<file path="src/sv/alt_pkg.sv">
// ----------------------------------------------------------------------------
// alt_pkg
// types and constants shared by the assembler line tokenizer
// ----------------------------------------------------------------------------
package alt_pkg;

  // longest token before a forced close
  localparam int MAX_TOKEN = 512;
  localparam int LEN_W     = (MAX_TOKEN > 2) ? $clog2(MAX_TOKEN) : 1;
  localparam logic [LEN_W-1:0] LEN_LAST = LEN_W'(MAX_TOKEN - 1);

  // result queue
  localparam int QDEPTH = 4;
  localparam int QPTR_W = $clog2(QDEPTH);
  localparam int QCNT_W = $clog2(QDEPTH + 1);

  // byte codes
  localparam logic [7:0] CH_NUL    = 8'h00;
  localparam logic [7:0] CH_SPACE  = 8'h20;
  localparam logic [7:0] CH_COMMA  = 8'h2c;
  localparam logic [7:0] CH_TAB    = 8'h09;
  localparam logic [7:0] CH_SEMI   = 8'h3b;
  localparam logic [7:0] CH_DQUOTE = 8'h22;
  localparam logic [7:0] CH_SQUOTE = 8'h27;
  localparam logic [7:0] CH_BSLASH = 8'h5c;

  typedef enum logic [1:0] {
    MODE_PLAIN  = 2'd0,
    MODE_STRING = 2'd1,
    MODE_CHAR   = 2'd2
  } lex_mode_t;

  typedef enum logic [1:0] {
    KIND_BYTE      = 2'd0,
    KIND_CLOSE     = 2'd1,
    KIND_EMPTY_END = 2'd2
  } kind_t;

  // one result item
  typedef struct packed {
    logic [1:0] kind;
    logic [7:0] out_byte;
    logic       line_end;
    logic       last_of_run;
  } result_t;

  // results caused by one request
  typedef struct packed {
    logic [1:0] count;
    result_t    res0;
    result_t    res1;
  } result_pair_t;

endpackage

</file>
<file path="src/sv/alt_lexer.sv">
// ----------------------------------------------------------------------------
// alt_lexer
// lexer state and per-byte decode, up to two results per accepted byte
// ----------------------------------------------------------------------------
module alt_lexer (
  input  logic                 clk,
  input  logic                 rst_n,
  input  logic                 fire,
  input  logic [7:0]           char_in,
  output alt_pkg::result_pair_t results
);
  import alt_pkg::*;

  lex_mode_t        mode_r, mode_nxt;
  logic             comment_r, comment_nxt;
  logic [LEN_W-1:0] len_r, len_nxt;
  logic             bslash_r, bslash_nxt;

  logic has_tok;
  logic is_sep;
  logic is_semi;

  assign has_tok = (len_r != '0);
  assign is_semi = (char_in == CH_SEMI);
  assign is_sep  = (mode_r == MODE_PLAIN) &&
                   (char_in == CH_SPACE || char_in == CH_COMMA ||
                    char_in == CH_TAB   || is_semi);

  // decode of one byte against the current state
  always_comb begin
    mode_nxt    = mode_r;
    comment_nxt = comment_r;
    len_nxt     = len_r;
    bslash_nxt  = bslash_r;
    results     = '0;

    if (char_in == CH_NUL) begin
      // line end: close or report empty, then back to reset values
      results.count         = 2'd1;
      results.res0.kind     = has_tok ? KIND_CLOSE : KIND_EMPTY_END;
      results.res0.line_end = 1'b1;
      results.res0.last_of_run = 1'b1;
      mode_nxt    = MODE_PLAIN;
      comment_nxt = 1'b0;
      len_nxt     = '0;
      bslash_nxt  = 1'b0;
    end else if (comment_r) begin
      results.count = 2'd0;
    end else if (is_sep) begin
      // separator closes any open token
      results.count            = has_tok ? 2'd1 : 2'd0;
      results.res0.kind        = KIND_CLOSE;
      results.res0.last_of_run = 1'b1;
      if (is_semi) begin
        comment_nxt = 1'b1;
      end
      len_nxt    = '0;
      bslash_nxt = 1'b0;
    end else begin
      // quote mode tracking
      case (mode_r)
        MODE_PLAIN: begin
          if (char_in == CH_DQUOTE) begin
            mode_nxt = MODE_STRING;
          end else if (char_in == CH_SQUOTE) begin
            mode_nxt = MODE_CHAR;
          end
        end
        MODE_STRING: begin
          if (char_in == CH_DQUOTE && !bslash_r) begin
            mode_nxt = MODE_PLAIN;
          end
        end
        MODE_CHAR: begin
          if (char_in == CH_SQUOTE && !bslash_r) begin
            mode_nxt = MODE_PLAIN;
          end
        end
        default: begin
          mode_nxt = MODE_PLAIN;
        end
      endcase
      bslash_nxt        = (char_in == CH_BSLASH);
      results.res0.kind = KIND_BYTE;
      results.res0.out_byte = char_in;
      if (len_r == LEN_LAST) begin
        // token at the cap: byte then forced close
        results.count            = 2'd2;
        results.res1.kind        = KIND_CLOSE;
        results.res1.last_of_run = 1'b1;
        len_nxt    = '0;
        mode_nxt   = MODE_PLAIN;
        bslash_nxt = 1'b0;
      end else begin
        results.count            = 2'd1;
        results.res0.last_of_run = 1'b1;
        len_nxt = len_r + 1'b1;
      end
    end
  end

  // state registers
  always_ff @(posedge clk) begin
    if (!rst_n) begin
      mode_r    <= MODE_PLAIN;
      comment_r <= 1'b0;
      len_r     <= '0;
      bslash_r  <= 1'b0;
    end else if (fire) begin
      mode_r    <= mode_nxt;
      comment_r <= comment_nxt;
      len_r     <= len_nxt;
      bslash_r  <= bslash_nxt;
    end
  end

endmodule

</file>
<file path="src/sv/alt_result_queue.sv">
// ----------------------------------------------------------------------------
// alt_result_queue
// small result queue: takes up to two results a cycle, gives one
// ----------------------------------------------------------------------------
module alt_result_queue (
  input  logic                  clk,
  input  logic                  rst_n,
  input  logic                  push,
  input  alt_pkg::result_pair_t push_data,
  output logic                  room,
  output logic                  out_valid,
  input  logic                  out_ready,
  output alt_pkg::result_t      out_data
);
  import alt_pkg::*;

  result_t           entry_r [QDEPTH];
  logic [QPTR_W-1:0] wr_ptr_r, wr_ptr_nxt;
  logic [QPTR_W-1:0] rd_ptr_r, rd_ptr_nxt;
  logic [QCNT_W-1:0] count_r, count_nxt;
  logic [1:0]        push_n;
  logic              pop;
  logic [QPTR_W-1:0] wr_ptr_p1;

  assign push_n    = push ? push_data.count : 2'd0;
  assign pop       = out_valid && out_ready;
  assign wr_ptr_p1 = wr_ptr_r + 1'b1;

  // room for a full pair of results
  assign room      = (count_r <= QCNT_W'(QDEPTH - 2));
  assign out_valid = (count_r != '0);
  assign out_data  = entry_r[rd_ptr_r];

  // pointer and fill count update
  always_comb begin
    wr_ptr_nxt = wr_ptr_r + QPTR_W'(push_n);
    rd_ptr_nxt = rd_ptr_r + QPTR_W'(pop);
    count_nxt  = count_r + QCNT_W'(push_n) - QCNT_W'(pop);
  end

  always_ff @(posedge clk) begin
    if (!rst_n) begin
      wr_ptr_r <= '0;
      rd_ptr_r <= '0;
      count_r  <= '0;
    end else begin
      wr_ptr_r <= wr_ptr_nxt;
      rd_ptr_r <= rd_ptr_nxt;
      count_r  <= count_nxt;
    end
  end

  // entry writes, no reset needed
  always_ff @(posedge clk) begin
    if (push_n != 2'd0) begin
      entry_r[wr_ptr_r] <= push_data.res0;
    end
    if (push_n == 2'd2) begin
      entry_r[wr_ptr_p1] <= push_data.res1;
    end
  end

endmodule

</file>
<file path="src/sv/asm_line_tokenizer.sv">
// ----------------------------------------------------------------------------
// asm_line_tokenizer
// assembler source line tokenizer, one byte per request
// ----------------------------------------------------------------------------
// Usage: source bytes enter on in_char_in with in_valid/in_ready; a zero
// byte ends the line. Results leave on out_kind, out_byte, out_line_end and
// out_last_of_run with out_valid/out_ready: a token byte, a token close, or
// an empty line end. Each byte gives zero, one or two results.
// Each result is written into the result queue before it is offered.
// Throughput: one byte per cycle while in_ready is high; the lexer state
// is registered. A four-entry result queue drains one result per cycle
// while out_ready is high; a byte that makes two results (token cap reached)
// fills two slots, and in_ready drops only when fewer than two are free.
// Reset: synchronous active-low rst_n puts the lexer in plain mode with no
// open token and empties the queue.
// Stall: while out_ready is low results stay queued and in_ready falls once
// the queue cannot take another pair; nothing is lost.
// ----------------------------------------------------------------------------
module asm_line_tokenizer (
  input  logic       clk,
  input  logic       rst_n,
  input  logic       in_valid,
  output logic       in_ready,
  input  logic [7:0] in_char_in,
  output logic       out_valid,
  input  logic       out_ready,
  output logic [1:0] out_kind,
  output logic [7:0] out_byte,
  output logic       out_line_end,
  output logic       out_last_of_run
);
  import alt_pkg::*;

  logic         in_fire;
  result_pair_t pair;
  result_t      head;

  assign in_fire = in_valid && in_ready;

  // byte decode and lexer state
  alt_lexer u_lexer (
    .clk     (clk),
    .rst_n   (rst_n),
    .fire    (in_fire),
    .char_in (in_char_in),
    .results (pair)
  );

  // result buffering
  alt_result_queue u_queue (
    .clk       (clk),
    .rst_n     (rst_n),
    .push      (in_fire),
    .push_data (pair),
    .room      (in_ready),
    .out_valid (out_valid),
    .out_ready (out_ready),
    .out_data  (head)
  );

  assign out_kind        = head.kind;
  assign out_byte        = head.out_byte;
  assign out_line_end    = head.line_end;
  assign out_last_of_run = head.last_of_run;

endmodule

</file>
<file path="config.mk">
export PLATFORM = sky130hd
export DESIGN_NAME = asm_line_tokenizer
export DESIGN_NICKNAME = d
export VERILOG_FILES = /design/src/sv/alt_pkg.sv /design/src/sv/alt_lexer.sv /design/src/sv/alt_result_queue.sv /design/src/sv/asm_line_tokenizer.sv
export SDC_FILE = /design/constraint.sdc
export NUM_CORES = 1
export LEC_CHECK = 0
export BUFFER_PORTS_ARGS = -buffer_cell sky130_fd_sc_hd__buf_4
export CORE_MARGIN = 3
export CORE_UTILIZATION = 47
export DETAILED_ROUTE_END_ITERATION = 6
export SKIP_CTS_REPAIR_TIMING = 1
export SLEW_MARGIN = 20
export SYNTH_ARGS = -nofsm -noshare
export SYNTH_HDL_FRONTEND = slang
export SYNTH_SLANG_ARGS = --single-unit
export TNS_END_PERCENT = 50
</file>
<file path="constraint.sdc">
create_clock -name clk -period 4.9 [get_ports clk]
set_input_delay 1.47 -clock clk [delete_from_list [all_inputs] [get_ports clk]]
set_output_delay 1.47 -clock clk [all_outputs]
set_load 0.05 [all_outputs]
</file>
### Word level (Yosys, flattened, before mapping)

Memories as Yosys holds them, arrays and structs flattened. A register that Yosys moved wholly into a read port is not among the register bits.
Index checks and enable logic that the tools add are counted.

| word-level totals | value |
|---|---|
| input bits | 12 |
| bits in registers | 20 |
| logic and storage cells | 95 |
| output and inout port bits | 14 |
| bits in latches | 0 |
| memories kept | 1 |
| memory bits (read-only) | 0 |
| memory bits (writable) | 48 |

Memories:

| name | depth | width | read ports | clocked after Yosys merged registers in | wr ports | RTL line | text |
|---|---|---|---|---|---|---|---|
| u_queue.entry_r | 4 | 12 | 1 | 1 | 2 | alt_result_queue.sv:17 | `result_t entry_r [QDEPTH];` |

| operators by class | value |
|---|---|
| equal/unequal tests | 16 |
| div/mod/pow operators | 0 |
| order comparisons | 1 |
| multiply operators | 0 |
| bitwise gates (word level) | 0 |
| muxes and demuxes | 48 |
| reductions and logical operators | 16 |
| add/subtract/negate cells | 6 |
| shift operators | 0 |

Operators by type and width:

| cell | count |
|---|---|
| == test 8 x 6 -> 1 bit, second input constant | 5 |
| 2-to-1 mux 9 bit | 4 |
| 2-to-1 mux 2 bit | 15 |
| 2-to-1 mux 1 bit | 22 |
| 2-to-1 mux 8 bit | 2 |
| 2-to-1 mux 10 bit | 1 |
| adder 9 x 1 -> 9 bit, second input constant | 1 |
| == test 9 bit, second input constant | 1 |
| nonzero test 9 bit | 1 |
| == test 8 x 4 -> 1 bit, second input constant | 1 |
| == test 8 x 7 -> 1 bit, second input constant | 1 |
| zero test 8 bit | 1 |
| 2-to-1 mux 4 bit | 2 |
| inequality test 4 x 1 -> 1 bit, second input constant | 2 |
| case mux 2 bit (3 select lines) | 1 |
| AND reduction 6 bit | 1 |
| logical AND 1 bit | 5 |
| inequality test 5 bit, second input constant | 1 |
| == test 2 bit, second input constant | 2 |
| inequality test 2 bit, second input constant | 2 |
| adder 3 x 2 -> 3 bit | 1 |
| <= comparator 3 x 2 -> 1 bit, second input constant | 1 |
| logical OR 1 bit | 3 |
| 2-to-1 mux 3 bit | 1 |
| other kinds (10) | 10 |

### Logic depth before layout (Yosys ltp)

Gate-level depths: netlist (run 1).

| logic depth | value |
|---|---|
| depth after elaboration | 12 |
| mapped depth | 12 |
| gate-level depth less buffers | 12 |

### Hierarchy

From an unflattened synthesis (run 1), not the netlist that was laid out.

| unflattened totals | value |
|---|---|
| cells, all modules | 315 |
| area total of the unflattened synthesis | 3948.8 µm² |

Modules (own cells, without submodules):

| module | area each (µm²) | cells each | instances | seq. area each (µm²) |
|---|---|---|---|---|
| alt_result_queue | 2808.9 | 168 | 1 | 1581.5 |
| alt_lexer | 1133.6 | 146 | 1 | 260.2 |
| asm_line_tokenizer | 6.3 | 1 | 1 | 0.0 |

### Worst setup path before layout (run 1)

OpenSTA, ideal clock, no wires.

| path | value |
|---|---|
| path type | in2reg |
| start | in in_char_in[1] |
| end | reg u_queue.count_r[2] |
| stages | 12 |
| library setup time | 0.115 ns |
| data required time | 4.785 ns |
| slack | 0.916 ns |
| path buffers | 2 |
| data arrival time | 3.869 ns |
| cell sequence | buf_2 -> and3b_1 -> a22oi_1 -> o31a_1 -> and3_1 -> clkbuf_1 -> inv_1 -> ha_1 -> fa_1 -> xor2_1 -> xnor2_1 -> and2_1 |

| between the ends | value |
|---|---|
| cells in the longest elaborated chain, start to end | 11 |
| elaborated cells on any way between the ends | 15 |
| those cells by class | add/sub: 2; eq/ne: 4; mux: 4; reduce/logical: 5 |

Ends and longest elaborated chain:

| item | RTL line | text |
|---|---|---|
| start: declaration | asm_line_tokenizer.sv:24 | `input logic [7:0] in_char_in,` |
| == test 8 x 6 -> 1 bit | alt_lexer.sv:26 | `(char_in == CH_SPACE \|\| char_in == CH_COMMA \|\|` |
| logical OR 1 bit (2 in a row) | alt_lexer.sv:26 |  |
| logical OR 1 bit | alt_lexer.sv:27 | `char_in == CH_TAB \|\| is_semi);` |
| logical AND 1 bit | alt_lexer.sv:25 | `assign is_sep = (mode_r == MODE_PLAIN) &&` |
| 2-to-1 mux 4 bit | alt_lexer.sv:49 | `end else if (is_sep) begin` |
| 2-to-1 mux 2 bit | alt_lexer.sv:47 | `end else if (comment_r) begin` |
| 2-to-1 mux 4 bit (*) | alt_lexer.sv:37 | `if (char_in == CH_NUL) begin` |
| 2-to-1 mux 2 bit (*) | alt_result_queue.sv:25 | `assign push_n = push ? push_data.count : 2'd0;` |
| adder 3 x 2 -> 3 bit (*) | alt_result_queue.sv:38 | `count_nxt = count_r + QCNT_W'(push_n) - QCNT_W'(pop);` |
| subtractor 3 x 1 -> 3 bit (*) | alt_result_queue.sv:38 |  |
| end signal: assignment | alt_result_queue.sv:49 | `count_r <= count_nxt;` |
| end: declaration | alt_result_queue.sv:20 | `logic [QCNT_W-1:0] count_r, count_nxt;` |

Every way passes the cells marked *; elsewhere a longest branch is shown, timed or not.
A chain may end at the register's enable or synchronous reset.

### Worst setup path in the final report (run 1)

| path | value |
|---|---|
| start | in in_char_in[2] |
| end | reg u_queue.count_r[2] |

Same word-level chain as after synthesis.

==> results.sh, run 1 <==
export IMPL_grtUsageMet1=0.2516
export IMPL_ys_ff_latch=68
export IMPL_crit_fanout=13
export IMPL_n_antenna_cell=0
export IMPL_synthArstFlopShare=0
export IMPL_synth_distinct_cells=56
export IMPL_rsz0062_at_grt="false"
export IMPL_slew_headroom=0.3549
export IMPL_clock_sink_count=68
export IMPL_top_usage_layer="met2"
export IMPL_core_sq_um=6832
export IMPL_yosysSeqAreaShare=0.4310
export IMPL_critPathBufInv=2
export IMPL_grtUsageMet3=0.04833
export IMPL_grt_pass1_wl_um=12890
export IMPL_tns_ns=0
export IMPL_place_gp_congestion=0.7853
export IMPL_dp_slack_ns=0.7014
export IMPL_min_period_over_period=0.7792
export IMPL_grt_start_max_net_pins=18
export IMPL_path_cells="buf_4, and3b_1, a22oi_1, o31a_1, and3_1, inv_1, ha_1, fa_1, xor2_1, xnor2_1, and2_1"
export IMPL_synth_top_area_cell="dfxtp_1"
export IMPL_yosys_area_share_simple=0.1882
export IMPL_gr_usage_met2=0.3367
export IMPL_cts_tree="yes"
export IMPL_drive_gt1_frac=0.1875
export IMPL_power_total_mw=2.073
export IMPL_via_per_inst=5.621
export IMPL_cts_htree_levels=3
export IMPL_synth_top_cell_area_share=0.3591
export IMPL_status="finished, final reports clean"
export IMPL_synthXorXnorAreaFrac=0.03666
export IMPL_drt_iter0_drc=104
export IMPL_synth_mux_area_frac=0.09877
export IMPL_fp_dieArea_sq_um=8164
export IMPL_grt_usage=0.1995
export IMPL_syn_mean_instance_area_sq_um=10.10
export IMPL_synth_fa_ha_area_frac=0.03591
export IMPL_synth_compound_area_share=0.1605
export IMPL_hold_viol=0
export IMPL_cp_end_kind="register"
export IMPL_layout_setup_ws_ns=1.082
export IMPL_p_per_area_nw_per_um2=551.2
export IMPL_cp_start_kind="input pin"
export IMPL_cpPeakStageDelay_ns=0.43
export IMPL_worst_slew_pin_slew_ns=0.9587
export IMPL_routedWlPerCell_um=17.14
export IMPL_synth_enable_flop_cells=8
export IMPL_multiInputGateArea_sq_um=1739
export IMPL_synth_flop_cell="dfxtp_1"
export IMPL_finalInstanceArea_sq_um=3760
export IMPL_wirelength_um=7680
export IMPL_synth_most_common_cell="dfxtp_1"
export IMPL_vias=2518
export IMPL_max_freq_mhz=261.9
export IMPL_nets=368
export IMPL_synth_top_family_by_area="simple AND/OR/NAND/NOR gates"
export IMPL_netlist_area_sq_um=3344
export IMPL_grt_pass1_vias=2549
export IMPL_route_detailed_drc=0
export IMPL_areaGrowthSynthToFinish_pct=12.42
export IMPL_dr_pass1_iters=4
export IMPL_setup_worst_path_class="in2reg"
export IMPL_cp_slowest_cell="fa_1"
export IMPL_grt_overflow_total=0
export IMPL_num_io_pins=26
export IMPL_antenna_found_initial=0
export IMPL_cts_root_buf="clkbuf_8"
export IMPL_placed_cell_area_sq_um=3563
export IMPL_ff_latch_area_sq_um=1441
export IMPL_arrival_ns=4.06
export IMPL_fp_row_count=30
export IMPL_initial_core_util=0.4896
export IMPL_setup_violations=0
export IMPL_ant_nets=0
export IMPL_synth_commonest_cells="dfxtp_1 (60), a22o_1 (22), nor2_1 (22)"
export IMPL_synth_cells=331
export IMPL_yosys_top_cells_area="dfxtp_1 (36%), mux4_2 (8.1%), edfxtp_1 (7.2%), a22o_1 (5.8%), ha_1 (3.0%)"
export IMPL_drv_cap=0
export IMPL_portBuffers=25
export IMPL_slew_viol_final=0
export IMPL_crit_family="adder cells"
export IMPL_clk_latency_ns=0.34
export IMPL_clkSlewWorstSetupHoldPaths_ns=0.08
export IMPL_required_ns=5.14
export IMPL_power_static_leakage_nw=1.462
export IMPL_ir_drop_mv=0.1769
export IMPL_min_period_ns=3.818
export IMPL_skew_ns=0.005868
export IMPL_synthesis_nets=352
export IMPL_cts_made_buffers=9
export IMPL_die_y_um=90.36
export IMPL_die_w_um=90.36
export IMPL_hpwl_um=5392
export IMPL_clockBufferDepth=2
export IMPL_hold_class="reg2reg"
export IMPL_fin_hold_ws_ns=0.4623
export IMPL_fillers=645
export IMPL_ys_warnings_count=0
metrics by stage:
stage | std cells | util
floorplan | 331 | -
global placement | 432 | 0.5216
detailed placement | 432 | 0.5216
CTS | 448 | 0.5504
global route | 448 | 0.5504
finish | 448 | 0.5504
flip-flops by register name, summed over array words and instances, names as in the netlist:
| name | cells |
|---|---|
| u_lexer.len_r | 9 |
| u_queue.entry_r | 48 |
| u_lexer.bslash_r | 1 |
| u_lexer.mode_r | 2 |
| u_queue.rd_ptr_r | 2 |
| u_queue.wr_ptr_r | 2 |
| u_lexer.comment_r | 1 |
| u_queue.count_r | 3 |
layer usage:
layer / vias up / wire [um]
li1: 1245 / -
met1: 1214 / 3424
met2: 52 / 3842
met3: 7 / 329
met4: 0 / 82
met5: - / 0
cell families (layout without fill, tap and decap cells):
family,count (synthesis),in the layout
flops,68,68
mux,18,18
xor+xnor,14,14
buf+inv,38,59
compound gates,72,72
fa+ha+maj,9,9
simple gates,112,112
area by class of cell:
type / count / share of cell area
Inverter: 16 / 0.01597
Clock buffer: 9 / 0.03295
Clock inverter: 7 / 0.01930
Sequential cell: 68 / 0.3834
Timing Repair Buffer: 27 / 0.05391
Multi-Input combinational cell: 225 / 0.4626
Tap cell: 96 / 0.03195
cells in the final DEF (no fill, tap or decap), types with 2 or more instances in the layout:
cell type,instances
nand4_1,3
inv_1,16
nor4_1,4
o21a_1,3
nor2_1,22
nor3_1,6
o2bb2ai_1,7
or3_1,2
mux2i_1,6
xor2_1,6
edfxtp_1,8
buf_4,27
or2_2,2
mux4_2,12
dfxtp_1,60
a22o_1,22
o21ai_0,8
clkbuf_8,9
xnor2_1,8
or4_1,3
nor2b_1,4
inv_4,2
a21oi_1,14
and2_1,8
a211oi_1,4
nand4b_1,2
nand2b_1,7
nand3_1,17
nand2_1,16
ha_1,8
and3_1,6
report_power, final:
| group | leakage (nW) | internal, mW | switching (mW) |
|---|---|---|---|
| Clock | 0.100 | 0.237 | 0.229 |
| Combinational | 0.793 | 0.345 | 0.450 |
| Sequential | 0.569 | 0.703 | 0.108 |
| Total | 1.46 | 1.29 | 0.787 |
path summary, 6_finish.rpt:
kind	start	end	slack (ns)	cells past startpoint
hold / removal	u_queue.entry_r[2][8]	u_queue.entry_r[2][8]	0.46	1
hold reg to reg	u_queue.entry_r[2][8]	u_queue.entry_r[2][8]	0.46	1
setup / recovery	in_char_in[2]	u_queue.count_r[2]	1.08	11
setup reg to reg	u_lexer.len_r[0]	u_queue.entry_r[3][10]	1.65	8
Power figures use the tool's default switching activity.
==> run 2, diff against run 1 <==
ABC_AREA = 1   (was not set)
PLACE_DENSITY = 0.67   (was not set)
clock period = 3.1 ns   (was 4.9 ns; I/O delays follow)
==> results.sh, run 2 <==
export IMPL_n_antenna_cell=0
export IMPL_slew_headroom=0.5342
export IMPL_max_freq_mhz=355.4
export IMPL_clockBufferDepth=2
export IMPL_synth_cells=536
export IMPL_grt_start_max_net_pins=41
export IMPL_ys_ff_latch=68
export IMPL_grt_usage=0.2169
export IMPL_yosys_area_share_simple=0.3290
export IMPL_layout_common_cells="nor2_1 (99), nand2_1 (93), dfxtp_1 (60), nand3_1 (57), buf_4 (40)"
export IMPL_die_y_um=95.50
export IMPL_grt_overflow_total=0
export IMPL_via_per_inst=5.437
export IMPL_hold_path_depth=2
export IMPL_ant_nets=0
export IMPL_cts_htree_levels=3
export IMPL_synthArstFlopShare=0
export IMPL_largest_reg_flops=48
export IMPL_grt_pass1_wl_um=15310
export IMPL_power_static_leakage_nw=2.022
export IMPL_drive_gt1_frac=0.1566
export IMPL_clock_sink_count=68
export IMPL_die_w_um=95.50
export IMPL_clk_latency_ns=0.35
export IMPL_skew_ns=0.01055
export IMPL_synth_top_area_cell="dfxtp_1"
export IMPL_yosysSeqAreaShare=0.3829
export IMPL_yosys_top_cells_area="dfxtp_1 (32%), nor2_1 (10%), nand2_1 (9.3%), nand3_1 (7.6%), edfxtp_1 (6.4%)"
export IMPL_cp_end_kind="register"
export IMPL_worst_slew_pin_slew_ns=0.6979
export IMPL_synth_enable_flop_cells=8
export IMPL_r2r_cells=14
export IMPL_clkSlewWorstSetupHoldPaths_ns=0.08
export IMPL_setup_worst_path_class="reg2reg"
export IMPL_grt_pass1_vias=3312
export IMPL_min_period_ns=2.814
export IMPL_setup_violations=0
export IMPL_hpwl_um=6547
export IMPL_synth_most_common_cell="nor2_1"
export IMPL_layout_setup_ws_ns=0.2863
export IMPL_synth_distinct_cells=39
export IMPL_fp_row_count=32
export IMPL_hold_viol=0
export IMPL_cts_root_buf="clkbuf_8"
export IMPL_tns_ns=0
export IMPL_ys_warnings_count=0
export IMPL_synth_flop_cell="dfxtp_1"
export IMPL_synth_commonest_cells="nor2_1 (101), nand2_1 (93), dfxtp_1 (60)"
export IMPL_arrival_ns=3.05
export IMPL_top_regs="u_queue.entry_r: 48 flops, u_lexer.len_r: 9 flops, u_queue.count_r: 3 flops"
export IMPL_synth_mux_area_frac=0
export IMPL_route_detailed_drc=0
export IMPL_slew_viol_final=0
export IMPL_routedWlPerCell_um=14.11
export IMPL_fp_dieArea_sq_um=9120
export IMPL_synth_compound_area_share=0.1509
export IMPL_hold_class="reg2reg"
export IMPL_dr_pass1_iters=7
export IMPL_ir_drop_mv=0.5140
export IMPL_reg2reg_slack_ns=0.29
export IMPL_fillers=768
export IMPL_regMostFlops="u_queue.entry_r"
export IMPL_synthesis_nets=557
export IMPL_drv_cap=0
export IMPL_placed_cell_area_sq_um=4026
export IMPL_required_ns=3.33
export IMPL_netlist_area_sq_um=3765
export IMPL_initial_core_util=0.4847
export IMPL_synth_top_family_by_area="simple AND/OR/NAND/NOR gates"
export IMPL_status="finished, final reports clean"
export IMPL_rsz0062_at_grt="false"
export IMPL_cts_made_buffers=9
export IMPL_finalInstanceArea_sq_um=4234
export IMPL_place_gp_congestion=0.8021
export IMPL_portBuffers=25
export IMPL_areaGrowthSynthToFinish_pct=12.46
export IMPL_syn_mean_instance_area_sq_um=7.024
export IMPL_antenna_found_initial=0
export IMPL_synthXorXnorAreaFrac=0.01628
export IMPL_p_per_area_nw_per_um2=952.9
export IMPL_num_io_pins=26
export IMPL_synth_top_cell_area_share=0.3190
export IMPL_nets=578
export IMPL_vias=3610
export IMPL_layout_commonest_cell="nor2_1"
export IMPL_cp_start_kind="register"
export IMPL_dp_slack_ns=0.2185
export IMPL_min_period_over_period=0.9077
export IMPL_synth_fa_ha_area_frac=0.03190
export IMPL_drt_iter0_drc=156
export IMPL_core_sq_um=7767
export IMPL_fin_hold_ws_ns=0.4812
export IMPL_crit_fanout=4
export IMPL_cts_tree="yes"
export IMPL_wirelength_um=9366
export IMPL_power_total_mw=4.035
## run 2: logic make-up after synthesis
| logic type | Yosys count |
|---|---|
| and+or+nand+nor | 280 |
| DFF | 68 |
| AOI/OAI and AO/OA | 100 |
| adders and majority gates | 9 |
| buffers and inverters | 72 |
| xor gates and xnor gates | 7 |
## run 2: final timing paths
check                                            start                     end
worst max register to register        u_lexer.len_r[0]      u_queue.count_r[2]
worst min register to register  u_queue.entry_r[1][11]  u_queue.entry_r[1][11]
worst min-delay path            u_queue.entry_r[1][11]  u_queue.entry_r[1][11]
worst max-delay path                  u_lexer.len_r[0]      u_queue.count_r[2]
## run 2: where the power goes
group	internal, mW	total [mW]	switching, mW	leakage (nW)
combinational	0.619	1.92	1.30	1.35
sequential	1.20	1.37	0.171	0.580
clock	0.376	0.748	0.372	0.0966
total	2.19	4.03	1.84	2.02
## run 2: final cells by class
cell class,instances,area [sq um],area share
Multi-Input combinational cell,396,1993,0.4707
Inverter,41,153.9,0.03635
Clock inverter,7,73.82,0.01743
Timing Repair Buffer,41,320.3,0.07565
Clock buffer,9,123.9,0.02926
Sequential cell,68,1441,0.3404
Tap cell,102,127.6,0.03014
## run 2: layer usage
| metal | GRT usage | wire, um | up-vias |
|---|---|---|---|
| met5 | 0 | 0 | - |
| met4 | 0.07820 | 156 | 0 |
| met3 | 0.04499 | 397 | 15 |
| met2 | 0.3738 | 4604 | 95 |
| met1 | 0.2669 | 4208 | 1688 |
| li1 | - | - | 1812 |
## run 2: per-stage QoR
stage | utilization | std cells
2_1_floorplan | - | 536
3_3_place_gp | 0.5184 | 647
3_5_place_dp | 0.5184 | 647
4_1_cts | 0.5438 | 663
5_1_grt | 0.5451 | 664
6_report | 0.5451 | 664
## run 2: worst max-delay path: stages (launching register included)
cell	delay [ns]
dfxtp_1	0.37
ha_1	0.18
nand3_1	0.11
nor2_2	0.14
nand3_1	0.10
nor2_1	0.11
ha_1	0.20
inv_1	0.10
nor3_4	0.20
nand3_2	0.14
ha_1	0.34
fa_1	0.44
xor2_1	0.17
inv_1	0.06
nor2_1	0.03
